<file path="src/design/utf8vd_pkg.sv">
// utf8vd_pkg: types, constants and byte classification for the utf-8 decoder
// no dependencies; imported by utf8_validating_decoder
package utf8vd_pkg;

  localparam int unsigned CP_W        = 21;
  localparam int unsigned MAX_RESULTS = 4;
  localparam int unsigned CNT_W       = $clog2(MAX_RESULTS + 1);

  localparam logic [CP_W-1:0] REPL_CP      = 21'h00FFFD;
  localparam logic [CP_W-1:0] MIN_TWO_CP   = 21'h000080;
  localparam logic [CP_W-1:0] MIN_THREE_CP = 21'h000800;
  localparam logic [CP_W-1:0] MIN_FOUR_CP  = 21'h010000;
  localparam logic [CP_W-1:0] SURR_LO_CP   = 21'h00D800;
  localparam logic [CP_W-1:0] SURR_HI_CP   = 21'h00DFFF;
  localparam logic [CP_W-1:0] MAX_CP       = 21'h10FFFF;

  localparam logic [1:0] TAIL_ONE   = 2'd1;
  localparam logic [1:0] TAIL_TWO   = 2'd2;
  localparam logic [1:0] TAIL_THREE = 2'd3;

  typedef enum logic [2:0] {
    LEAD_ASCII,
    LEAD_TWO,
    LEAD_THREE,
    LEAD_FOUR,
    LEAD_BAD
  } lead_kind_t;

  function automatic lead_kind_t classify_lead(input logic [7:0] b);
    lead_kind_t k;
    if (b inside {[8'h00:8'h7F]}) begin
      k = LEAD_ASCII;
    end else if (b inside {[8'hC2:8'hDF]}) begin
      k = LEAD_TWO;
    end else if (b inside {[8'hE0:8'hEF]}) begin
      k = LEAD_THREE;
    end else if (b inside {[8'hF0:8'hF4]}) begin
      k = LEAD_FOUR;
    end else begin
      k = LEAD_BAD;
    end
    return k;
  endfunction

  function automatic logic is_continuation(input logic [7:0] b);
    return b[7:6] == 2'b10;
  endfunction

  // overlong, surrogate or out of range
  function automatic logic seq_invalid(input logic [CP_W-1:0] v, input logic [1:0] tails);
    logic overlong;
    overlong = ((tails == TAIL_ONE)   && (v < MIN_TWO_CP)) ||
               ((tails == TAIL_TWO)   && (v < MIN_THREE_CP)) ||
               ((tails == TAIL_THREE) && (v < MIN_FOUR_CP));
    return overlong || ((v >= SURR_LO_CP) && (v <= SURR_HI_CP)) || (v > MAX_CP);
  endfunction

endpackage

</file>
<file path="src/design/utf8_validating_decoder.sv">
// utf8_validating_decoder: utf-8 byte stream to unicode scalar values with U+FFFD
// depends on utf8vd_pkg
//
// usage:
//   input channel  in_valid/in_ready, payload in_byte and in_string_end
//   (set on the last byte of a string)
//   output channel out_valid/out_ready, payload out_code_point, out_run_last
//   (last result of one input byte) and out_text_last (last result of a string)
//   each byte request is decoded in the cycle it is accepted; its results are
//   loaded into the result register and appear on the output from the next cycle
//   a byte gives zero to four results; one result per cycle leaves the block
//   while out_ready is high; throughput is then one byte per cycle while each
//   byte gives at most one result; a byte giving n > 1 results holds in_ready
//   low while the result register drains its replacement characters
//   a new byte is accepted in the cycle the final pending result is taken
//   when out_ready is low the result register holds and in_ready drops once
//   a result is pending
//   reset (rst_n low, synchronous) drops any open sequence and pending results
module utf8_validating_decoder
  import utf8vd_pkg::*;
(
  input  logic            clk,
  input  logic            rst_n,
  input  logic            in_valid,
  output logic            in_ready,
  input  logic [7:0]      in_byte,
  input  logic            in_string_end,
  output logic            out_valid,
  input  logic            out_ready,
  output logic [CP_W-1:0] out_code_point,
  output logic            out_run_last,
  output logic            out_text_last
);

  logic [1:0]       exp_r, exp_nxt;
  logic [1:0]       rcv_r, rcv_nxt;
  logic [CP_W-1:0]  pv_r, pv_nxt;

  logic [CNT_W-1:0] rem_r;
  logic [CNT_W-1:0] rep_r;
  logic [CP_W-1:0]  tail_r;
  logic             last_r;

  logic [CNT_W-1:0] reps;
  logic             has_tail;
  logic [CP_W-1:0]  tail_val;
  logic             lead_path;
  logic [CP_W-1:0]  shifted;
  logic [2:0]       rsum;
  lead_kind_t       kind;

  logic in_fire, out_fire;

  assign in_fire  = in_valid && in_ready;
  assign out_fire = out_valid && out_ready;
  assign in_ready = (rem_r == '0) || (out_ready && (rem_r == CNT_W'(1)));

  assign kind    = classify_lead(in_byte);
  assign shifted = {pv_r[CP_W-7:0], in_byte[5:0]};
  assign rsum    = {1'b0, rcv_r} + 3'd1;

  always_comb begin
    exp_nxt   = exp_r;
    rcv_nxt   = rcv_r;
    pv_nxt    = pv_r;
    reps      = '0;
    has_tail  = 1'b0;
    tail_val  = {{(CP_W-8){1'b0}}, in_byte};
    lead_path = 1'b0;

    if (exp_r == 2'd0) begin
      lead_path = 1'b1;
    end else if (is_continuation(in_byte)) begin
      if (rsum >= {1'b0, exp_r}) begin
        exp_nxt = 2'd0;
        rcv_nxt = 2'd0;
        pv_nxt  = '0;
        if (seq_invalid(shifted, exp_r)) begin
          reps = CNT_W'(1) + CNT_W'(exp_r);
        end else begin
          has_tail = 1'b1;
          tail_val = shifted;
        end
      end else begin
        rcv_nxt = rsum[1:0];
        pv_nxt  = shifted;
      end
    end else begin
      // abandoned sequence: lead and each buffered continuation
      reps      = CNT_W'(1) + CNT_W'(rcv_r);
      exp_nxt   = 2'd0;
      rcv_nxt   = 2'd0;
      pv_nxt    = '0;
      lead_path = 1'b1;
    end

    if (lead_path) begin
      case (kind)
        LEAD_ASCII: begin
          has_tail = 1'b1;
        end
        LEAD_TWO: begin
          exp_nxt = TAIL_ONE;
          rcv_nxt = 2'd0;
          pv_nxt  = {{(CP_W-5){1'b0}}, in_byte[4:0]};
        end
        LEAD_THREE: begin
          exp_nxt = TAIL_TWO;
          rcv_nxt = 2'd0;
          pv_nxt  = {{(CP_W-4){1'b0}}, in_byte[3:0]};
        end
        LEAD_FOUR: begin
          exp_nxt = TAIL_THREE;
          rcv_nxt = 2'd0;
          pv_nxt  = {{(CP_W-3){1'b0}}, in_byte[2:0]};
        end
        default: begin
          reps = reps + CNT_W'(1);
        end
      endcase
    end

    // truncated at string end
    if (in_string_end && (exp_nxt != 2'd0)) begin
      reps    = reps + CNT_W'(1) + CNT_W'(rcv_nxt);
      exp_nxt = 2'd0;
      rcv_nxt = 2'd0;
      pv_nxt  = '0;
    end
  end

  always_ff @(posedge clk) begin
    if (!rst_n) begin
      exp_r <= '0;
      rcv_r <= '0;
      pv_r  <= '0;
      rem_r <= '0;
      rep_r <= '0;
    end else begin
      if (in_fire) begin
        exp_r <= exp_nxt;
        rcv_r <= rcv_nxt;
        pv_r  <= pv_nxt;
        rem_r <= reps + CNT_W'(has_tail);
        rep_r <= reps;
      end else if (out_fire) begin
        rem_r <= rem_r - CNT_W'(1);
        if (rep_r != '0) begin
          rep_r <= rep_r - CNT_W'(1);
        end
      end
    end
  end

  always_ff @(posedge clk) begin
    if (in_fire) begin
      tail_r <= tail_val;
      last_r <= in_string_end;
    end
  end

  assign out_valid      = (rem_r != '0);
  assign out_code_point = (rep_r != '0) ? REPL_CP : tail_r;
  assign out_run_last   = (rem_r == CNT_W'(1));
  assign out_text_last  = out_run_last && last_r;

  a_end_gives_result: assert property (@(posedge clk) disable iff (!rst_n)
    in_fire && in_string_end |=> out_valid)
    else $error("string end request produced no result");

  a_end_closes_seq: assert property (@(posedge clk) disable iff (!rst_n)
    in_fire && in_string_end |=> (exp_r == 2'd0))
    else $error("sequence left open after string end");

  a_tail_count: assert property (@(posedge clk) disable iff (!rst_n)
    (exp_r == 2'd0) ? (rcv_r == 2'd0) : (rcv_r < exp_r))
    else $error("received tail count out of step with expected");

  a_pending_bound: assert property (@(posedge clk) disable iff (!rst_n)
    (rep_r <= rem_r) && (rem_r <= CNT_W'(MAX_RESULTS)))
    else $error("pending result counters inconsistent");

endmodule
</file>
<file path="config.mk">
export PLATFORM = sky130hd
export DESIGN_NAME = utf8_validating_decoder
export DESIGN_NICKNAME = d
export VERILOG_FILES = /design/src/design/utf8vd_pkg.sv /design/src/design/utf8_validating_decoder.sv
export SDC_FILE = /design/constraint.sdc
export NUM_CORES = 1
export LEC_CHECK = 0
export BUFFER_PORTS_ARGS = -buffer_cell sky130_fd_sc_hd__buf_2
export CAP_MARGIN = 20
export CORE_MARGIN = 5
export CORE_UTILIZATION = 45
export CTS_CLUSTER_SIZE = 25
export DETAILED_ROUTE_END_ITERATION = 7
export PLACE_DENSITY = 0.76
export SETUP_SLACK_MARGIN = 0.3
export SYNTH_ARGS = -nofsm -noshare
export SYNTH_HDL_FRONTEND = slang
export SYNTH_SLANG_ARGS = --single-unit
</file>
<file path="constraint.sdc">
create_clock -name clk -period 4.6 [get_ports clk]
set_input_delay 0.23 -clock clk [delete_from_list [all_inputs] [get_ports clk]]
set_output_delay 0.23 -clock clk [all_outputs]
set_load 0.05 [all_outputs]
</file>
Yosys cells after proc, flatten, opt, wreduce, memory -nomap -nowiden

Cells that the tools add are included.

Register bits after elaboration: 53
Input port bits: 13
Logic and storage cells: 118

Bitwise gates (word level): 2
Reduce and logical (&&, ||, !) cells: 30
Multiplexer cells: 47
Order comparisons: 15
Eq/ne operators: 8
$add $sub $neg: 8

Operators by type and width:

| cell                                                                 | count |
|---|---|
| two-way mux 21 bit                                                   | 6 |
| case mux 21 bit (3 select lines)                                     | 1 |
| two-way mux 3 bit                                                    | 16 |
| two-way mux 8 bit                                                    | 4 |
| greater-or-equal comparator 8 bit (second input constant)            | 3 |
| less-or-equal comparator 8 bit (second input constant)               | 3 |
| two-way mux 2 bit                                                    | 11 |
| greater-or-equal comparator 21 x 16 -> 1 bit (second input constant) | 1 |
| > comparator 21 bit (second input constant)                          | 1 |
| less-or-equal comparator 21 x 16 -> 1 bit (second input constant)    | 1 |
| less-than comparator 21 x 12 -> 1 bit (second input constant)        | 1 |
| less-than comparator 21 x 17 -> 1 bit (second input constant)        | 1 |
| less-than comparator 21 x 8 -> 1 bit (second input constant)         | 1 |
| logical AND 1 bit                                                    | 13 |
| greater-or-equal comparator 8 x 1 -> 1 bit (second input constant)   | 1 |
| less-or-equal comparator 8 x 7 -> 1 bit (second input constant)      | 1 |
| two-way mux 1 bit                                                    | 8 |
| OR reduction 4 bit                                                   | 2 |
| adder 1 x 2 -> 3 bit (first input constant)                          | 2 |
| adder 3 x 1 -> 3 bit (second input constant)                         | 2 |
| equality test 2 bit (second input constant)                          | 3 |
| equality test 3 x 1 -> 1 bit (second input constant)                 | 2 |
| equality test 3 x 2 -> 1 bit (second input constant)                 | 2 |
| zero test 3 bit                                                      | 2 |
| 13 further kinds                                                     | 22 |

Depth between registers and ports, before layout

Gate-level depths: netlist of the first run.

Depth after elaboration: 18
Depth in mapped cells: 16
Mapped depth without buffers: 16

Least setup slack after synthesis of the first run

Ideal clock, no wire load.

Path kind: reg2reg
Start: reg rcv_r[0]
End: reg rem_r[2]
Path slack: 792 ps
Arrival time: 3627 ps
Stages on the path, launching flop included: 16
Cells stage by stage: dfxtp_1 -> inv_1 -> fa_1 -> nor2_1 -> a21oi_1 -> a211oi_1 -> nand3_1 -> a21oi_1 -> ha_1 -> mux2i_1 -> o21ai_0 -> fa_1 -> mux2_2 -> ha_1 -> xnor3_1 -> a22oi_1

Word-level cells in the longest chain between the ends: 13
Elaborated cells between the ends (all ways): 30
Those cells by class: add/sub (5); order compare (1); mux (22); reduce/logical (2)

Ends and longest elaborated chain:

| element                                    | RTL line                                                     | source |
|---|---|---|
| start, declared                            | utf8_validating_decoder.sv:36                                | `logic [1:0] rcv_r, rcv_nxt;` |
| start signal, assigned                     | utf8_validating_decoder.sv:142                               | `rcv_r <= rcv_nxt;` |
| adder 1 x 2 -> 3 bit                       | utf8_validating_decoder.sv:60, utf8_validating_decoder.sv:90 |  |
| greater-or-equal comparator 3 x 2 -> 1 bit | utf8_validating_decoder.sv:74                                | `if (rsum >= {1'b0, exp_r}) begin` |
| two-way mux 3 bit                          | utf8_validating_decoder.sv:74                                |  |
| two-way mux 3 bit                          | utf8_validating_decoder.sv:73                                | `end else if (is_continuation(in_byte)) begin` |
| two-way mux 3 bit                          | utf8_validating_decoder.sv:71                                | `if (exp_r == 2'd0) begin` |
| adder 3 x 1 -> 3 bit                       | utf8_validating_decoder.sv:118                               | `reps = reps + CNT_W'(1);` |
| two-way mux 3 bit                          | utf8_validating_decoder.sv:98                                | `case (kind)` |
| two-way mux 3 bit                          | utf8_validating_decoder.sv:97                                | `if (lead_path) begin` |
| adder 3 x 1 -> 3 bit                       | utf8_validating_decoder.sv:125                               | `reps = reps + CNT_W'(1) + CNT_W'(rcv_nxt);` |
| adder 3 x 2 -> 3 bit                       | utf8_validating_decoder.sv:125                               |  |
| two-way mux 3 bit                          | utf8_validating_decoder.sv:124                               | `if (in_string_end && (exp_nxt != 2'd0)) begin` |
| adder 3 x 1 -> 3 bit (*)                   | utf8_validating_decoder.sv:144                               | `rem_r <= reps + CNT_W'(has_tail);` |
| two-way mux 3 bit (*)                      | utf8_validating_decoder.sv:140                               | `if (in_fire) begin` |
| end signal, assigned                       | utf8_validating_decoder.sv:144                               |  |
| end signal, assigned                       | utf8_validating_decoder.sv:147                               | `rem_r <= rem_r - CNT_W'(1);` |
| end, declared                              | utf8_validating_decoder.sv:39                                | `logic [CNT_W-1:0] rem_r;` |

Every way passes the cells marked *; elsewhere a longest branch is shown, timed or not.
A chain may end at the register's enable or synchronous reset.

Worst setup path after layout of the first run

Ends and elaborated chain as after synthesis.

==> results of run 1 <==
flip-flops by register name, summed over array words and instances, names as in the netlist:
register / cells
pv_r: 15
exp_r: 2
rcv_r: 2
tail_r: 21
rem_r: 3
rep_r: 3
last_r: 1
power breakdown:
part           total (mW)  switching, mW  internal (mW)  leakage, nW
Clock               0.352          0.135          0.217       0.0654
Sequential          0.576         0.0342          0.542        0.414
Combinational        1.25          0.939          0.307        0.805
Total                2.17           1.11           1.07         1.28
layout by cell type (no fill, tap or decap), types with 15 or more instances in the layout:
cell       n
nor2_1    17
buf_2     37
nand2_1   16
a22oi_1   17
edfxtp_1  22
nand2b_1  18
and2_1    22
nor2b_1   19
dfxtp_1   25
ha_1      15
worst max-delay path: stages, from the launching register on:
cell,delay [ps]
dfxtp_1,410
inv_1,110
fa_1,490
nor2_2,170
a21oi_1,90
a211oi_2,270
nand3_1,140
a21oi_1,220
ha_1,270
mux2i_1,120
o21ai_1,120
fa_1,490
mux2_2,290
ha_1,210
xnor3_1,370
a22oi_1,190
routing by layer:
metal,vias to the layer above,routed length (um),share of wire [%],global-route usage [%]
met3,5,226,4.1,2.35
li1,1064,-,-,-
met4,0,72,1.3,5.58
met2,36,2830,51,26.8
met1,1045,2440,44,18.6
met5,-,0,0,0
stage by stage:
stage | setup WS [ps] | hold WS [ps] | power (mW) | instance area, um^2 | cells
final | 584 | 139 | 2.17 | 3120 | 389
after floorplan | 792 | 329 | 1.58 | 2710 | 276
after CTS | 388 | 129 | 2.20 | 3100 | 388
after global routing | 357 | 132 | 2.30 | 3120 | 389
after detailed placement | 466 | 444 | 1.84 | 2970 | 380
after global placement | 661 | 445 | 1.82 | 2970 | 380
cell families (layout without fill, tap and decap cells):
family	Yosys count	count (layout)	synth area share, %
XOR/XNOR	5	5	2.12
AND/OR/NAND/NOR	111	111	22.6
flip-flops	47	47	42.8
adder cells (fa/ha/maj)	17	17	8.40
multiplexers	6	6	2.31
buffers and inverters	24	62	3.32
AO/OA/AOI/OAI	66	66	18.4
area by class of cell:
type                    instances  area share, %
multi-input cells             205           47.0
flip-flops and latches         47           37.2
repair buffers                 41           6.90
well taps                      75           3.01
clock buffers                   6           2.33
clock inverters                 2           1.93
inverters                      13           1.57
timing repair:
action,in CTS,in global routing
buffers inserted,0,1
setup endpoints to repair,0,2
hold endpoints to repair,0,0
gates resized for setup,0,3
path summary, 6_finish.rpt:
kind / from / endpoint / slack (ps)
worst max-delay path: rcv_r[0] / rem_r[2] / 580
worst min-delay path: in_byte[0] / tail_r[0] / 140
worst max register to register: rcv_r[0] / rem_r[2] / 580
worst min register to register: rem_r[0] / rem_r[0] / 500
==> out/metrics.yaml, run 1 <==
run_status:
  status: "completed"
cells_and_area:
  syn_to_final_growth_pct: 15.1
  drive_gt1_share_pct: 18.8
  fin_nets: 343
  multi_input_area_um2: 1470
  antennaDiodeCount: 0
  n_fill_cell: 545
  seq_area_um2: 1160
  final_util_pct: 53.0
floorplanning:
  die-area_um2: 7670
  initial_core_util_pct: 46.0
  die_w_um: 87.6
  rows: 28
  die_y_um: 87.6
  ios: 38
  core-area_um2: 5890
timing:
  timing.final.crit_share_pct: 87.3
  finalClockSkew_ps: 8.55
  period_minus_slack_ps: 4020
  relSlewSlack_pct: 60.7
  worst_pin_slew_ps: 585
  drv_slew: 0
  hold_viol: 0
  setup_viol: 0
  fmax_mhz: 249
  tns_ps: 0
  rsz0062_at_grt: "false"
routing:
  drc: 0
  drtIter0Drc: 105
  wire_per_inst_um: 14.3
  drtAntennaViolNets: 0
  routed_via_density: 5.53
  vias: 2150
  wl_um: 5580
  dr.pass1.iters: 4
clocking:
  cts_tree: "yes"
  cts_buffer_depth: 2
  ctsHoldBuffers: 0
  worstSkewPairLatency_ps: 300
  clk_pin_slew_ps: 90
  h-tree-depth: 2
  clkSinkCount: 47
  cts-buffers-inserted: 5
  cts-root-buf: "clkbuf_8"
yosys:
  ys_top_cells_by_area: "edfxtp_1, dfxtp_1, ha_1"
  avgSynthCellArea_um2: 9.82
  syn-num-nets: 306
  synth_top_area_share_pct: 24.4
  synth_area_um2: 2710
  async_flop_share_pct: 0
  synthFlopType: "dfxtp_1"
  synth_cells: 276
  yosysMostFrequentCell: "dfxtp_1"
  synth.largest_area_cell: "edfxtp_1"
  synth_seq_area_share_pct: 42.8
  synth_edf_count: 22
  synth_warnings: 0
  synth_seq_cells: 47
  synth_commonest_cells: "dfxtp_1, and2_1, edfxtp_1"
  netlist-cell-type-count: 47
power_and_ir_drop:
  p_leak_nw: 1.28
  peakVddDrop_mv: 0.445
  power_density_nw_per_um2: 697
worst_setup_path:
  startpoint_type: "flop"
  end_kind: "flop"
  worstSetupPathType: "reg2reg"
  rr_worst_depth: 15
  crit_fanout: 5
  crit_arrival_ps: 4240
  cp_data_required_time_ps: 4830
global_routing:
  grt_pass1_vias: 2039
  grt_pass1_wl_um: 9290
  antenna_found_initial: 0
  overflow: 0
  grt_usage_pct: 15.2
  grt_max_degree: 28
worst_hold_path:
  hold_class: "in2reg"
  hold_depth: 1
placement:
  numPortBuffers: 37
  globalplace.congestion: 0.882
  post-dp-hpwl_um: 4180
run:
  drv_cap: 0
(Power assumes the default switching activity.)
==> inputs of run 2 (changes only) <==
--- a/config.mk
+++ b/config.mk
@@ -5,6 +5,7 @@
 export SDC_FILE = /design/constraint.sdc
 export NUM_CORES = 1
 export LEC_CHECK = 0
+export ABC_AREA = 1
 export BUFFER_PORTS_ARGS = -buffer_cell sky130_fd_sc_hd__buf_2
 export CAP_MARGIN = 20
 export CORE_MARGIN = 5
==> run 2 against run 1 <==
Via count is 19% higher; synthesized cell count is 41% higher; flip-flop and latch count stayed put; die area is 6.4% higher; power is 4.4% lower; largest cell class unchanged; highest routed layer unchanged.
==> out/metrics.yaml, run 2 <==
yosys:
  avgSynthCellArea_um2: 7.49  # -24%
  netlist-cell-type-count: 32  # -32%
  async_flop_share_pct: 0  # unchanged
  syn-num-nets: 418  # +37%
  synth_edf_count: 22  # unchanged
  synth.largest_area_cell: "edfxtp_1"
  synth_seq_cells: 47  # unchanged
  synth_warnings: 0  # unchanged
  synth_commonest_cells: "nand2_1, inv_1, nor2_1"
  synth_area_um2: 2910  # +7.2%
  synth_cells: 388  # +41%
  synthFlopType: "dfxtp_1"
  yosysMostFrequentCell: "nand2_1"
  synth_top_area_share_pct: 22.7  # -1.6 points
  synth_seq_area_share_pct: 39.9  # -2.9 points
  ys_top_cells_by_area: "edfxtp_1, dfxtp_1, nand2_1"
timing:
  relSlewSlack_pct: 33.7  # -27 points
  worst_pin_slew_ps: 992  # +407 ps
  tns_ps: 0  # unchanged
  timing.final.crit_share_pct: 81.7  # -5.6 points
  rsz0062_at_grt: "false"
  drv_slew: 0  # unchanged
  setup_viol: 0  # unchanged
  fmax_mhz: 266  # +6.8%
  finalClockSkew_ps: 8.55  # +0.00186 ps
  hold_viol: 0  # unchanged
  period_minus_slack_ps: 3760  # -256 ps
clocking:
  cts-root-buf: "clkbuf_8"
  cts_buffer_depth: 2  # unchanged
  post-cts-setup-buffers: 0  # unchanged
  ctsHoldBuffers: 0  # unchanged
  worstSkewPairLatency_ps: 310  # about the same
  clk_pin_slew_ps: 100  # about the same
  h-tree-depth: 2  # unchanged
  ctsResizeCount: 0  # unchanged
  cts_tree: "yes"
  clkSinkCount: 47  # unchanged
  cts-buffers-inserted: 5  # unchanged
cells_and_area:
  n_fill_cell: 619  # +14%
  seq_area_um2: 1160  # unchanged
  top_register: "tail_r"
  fin_area_um2: 3260  # +4.7%
  antennaDiodeCount: 0  # unchanged
  largest_register_ffs: 21  # unchanged
  fin_nets: 452  # +32%
  syn_to_final_growth_pct: 12.3
  multi_input_area_um2: 1440  # -1.6%
  final_cell_mix: "nand2_1, inv_1, buf_2, nor2_1, a21oi_1"
  final_common_cell: "nand2_1"
  drive_gt1_share_pct: 19.1  # +0.36 points
  largestRegisters: "tail_r: 21 flops, pv_r: 15 flops"
placement:
  globalplace.congestion: 0.913  # +3.5%
  numPortBuffers: 37  # unchanged
  post-dp-hpwl_um: 4700  # +12%
  placed_area_um2: 3150  # +6.0%
routing:
  wire_per_inst_um: 12.6  # -12%
  routed-wl-met3_um: 335  # +48%
  routed_via_density: 5.14  # -7.1%
  maxUsedRoutingLayer: "met4"
  drtIter0Drc: 164  # +56%
  vias: 2568  # +19%
  drc: 0  # unchanged
  wl_met2_um: 2980  # +5.2%
  dr.pass1.iters: 4  # unchanged
  wl_um: 6280  # +13%
  drtAntennaViolNets: 0  # unchanged
  met1Wirelength_um: 2920  # +20%
worst_setup_path:
  slowest_stage: "fa_1"
  crit_arrival_ps: 3980  # -260 ps
  cp_top_family: "adder cells"
  end_kind: "flop"
  max_stage_delay_ps: 550  # +60 ps
  path_cells: "inv_1, fa_1, nor2_1, o21ai_1, nand2_1, nand2_1, inv_1, nand3_1, o21ai_0, nand2_1, inv_1, ha_1, nand2_1, nand2_1, fa_1, or2_2, nand2_1, inv_1, ha_1, inv_1, nand2_1, nand3_1, nand2_1, a21oi_1"
  cp_common_cell: "nand2_1"
  crit_buf_inv: 5  # +4
  cp_data_required_time_ps: 4820  # about the same
  worstSetupPathType: "reg2reg"
  crit_fanout: 7  # +2
  startpoint_type: "flop"
floorplanning:
  die_y_um: 90.4  # +3.2%
  initial_core_util_pct: 46.0  # about the same
  die-area_um2: 8170  # +6.4%
  core-area_um2: 6310  # +7.3%
  die_w_um: 90.4  # +3.2%
  rows: 29  # +3.6%
  ios: 38  # unchanged
run_status:
  status: "completed"
power_and_ir_drop:
  peakVddDrop_mv: 0.496  # +11%
  p_leak_nw: 1.43  # +11%
  power_density_nw_per_um2: 637  # -8.6%
global_routing:
  grt_pass1_vias: 2387  # +17%
  antenna_found_initial: 0  # unchanged
  grt_pass1_wl_um: 10700  # +15%
  grt_max_degree: 26  # -7.1%
  overflow: 0  # unchanged
  grt_usage_pct: 15.4  # +0.23 points
run:
  drv_cap: 0  # unchanged
worst_hold_path:
  hold_class: "in2reg"
-- run 2: cell count changes after synthesis, moves of 5 or more --
cell	previous run	this run
nor2b_1	19	0
o211ai_1	6	18
a22oi_1	17	0
and2_1	22	0
inv_1	13	62
inv_2	0	5
or2_2	0	18
nand2_1	16	91
nand3_1	3	17
a21oi_1	9	29
nor2_1	18	36
nand2b_1	18	0
-- run 2: routing by layer --
metal / track usage [%] / up-vias
met5: 0 / -
met4: 5.58 / 0
met3: 3.58 / 4
met2: 25.3 / 79
met1: 19.7 / 1177
li1: - / 1308
-- run 2: metrics by stage --
step,util (%),hold slack (ps),power [mW],worst slack [ps],instances
2_1_floorplan,-,329,1.54,1060,388
5_1_grt,51.7,136,2.21,511,500
4_1_cts,51.7,149,2.09,854,500
3_5_place_dp,49.9,455,1.78,837,492
6_report,51.7,149,2.08,840,500
3_3_place_gp,49.9,452,1.76,1030,492
-- run 2: worst paths after layout --
| check | cells past startpoint | endpoint | slack, ps | startpoint |
|---|---|---|---|---|
| min | 1 | tail_r[3] | 150 | in_byte[3] |
| max reg2reg | 24 | rem_r[2] | 840 | rcv_r[0] |
| min reg2reg | 2 | rep_r[1] | 470 | rep_r[1] |
| max | 24 | rem_r[2] | 840 | rcv_r[0] |
-- run 2: layout make-up --
class / count / share of cell area, %
multi-input cells: 262 / 44.2
flip-flops and latches: 47 / 35.6
inverters: 68 / 7.82
repair buffers: 38 / 5.90
well taps: 77 / 2.95
clock buffers: 5 / 2.11
clock inverters: 3 / 1.42
-- run 2: report_power, final --
group          switching, mW  leakage, nW  internal, mW  total, mW
clock network          0.152       0.0548         0.164      0.316
logic                  0.898        0.963         0.292       1.19
registers             0.0375        0.414         0.536      0.573
-- run 2: kinds of logic (layout without fill, tap and decap cells) --
| family | count (synthesis) | in the layout | synth area share [%] |
|---|---|---|---|
| AOI/OAI and AO/OA | 67 | 67 | 13.7 |
| adders and majority gates | 17 | 17 | 7.83 |
| and+or+nand+nor | 176 | 176 | 27.5 |
| DFF | 47 | 47 | 39.9 |
| xor gates and xnor gates | 2 | 2 | 0.603 |
| buffers and inverters | 79 | 114 | 10.4 |
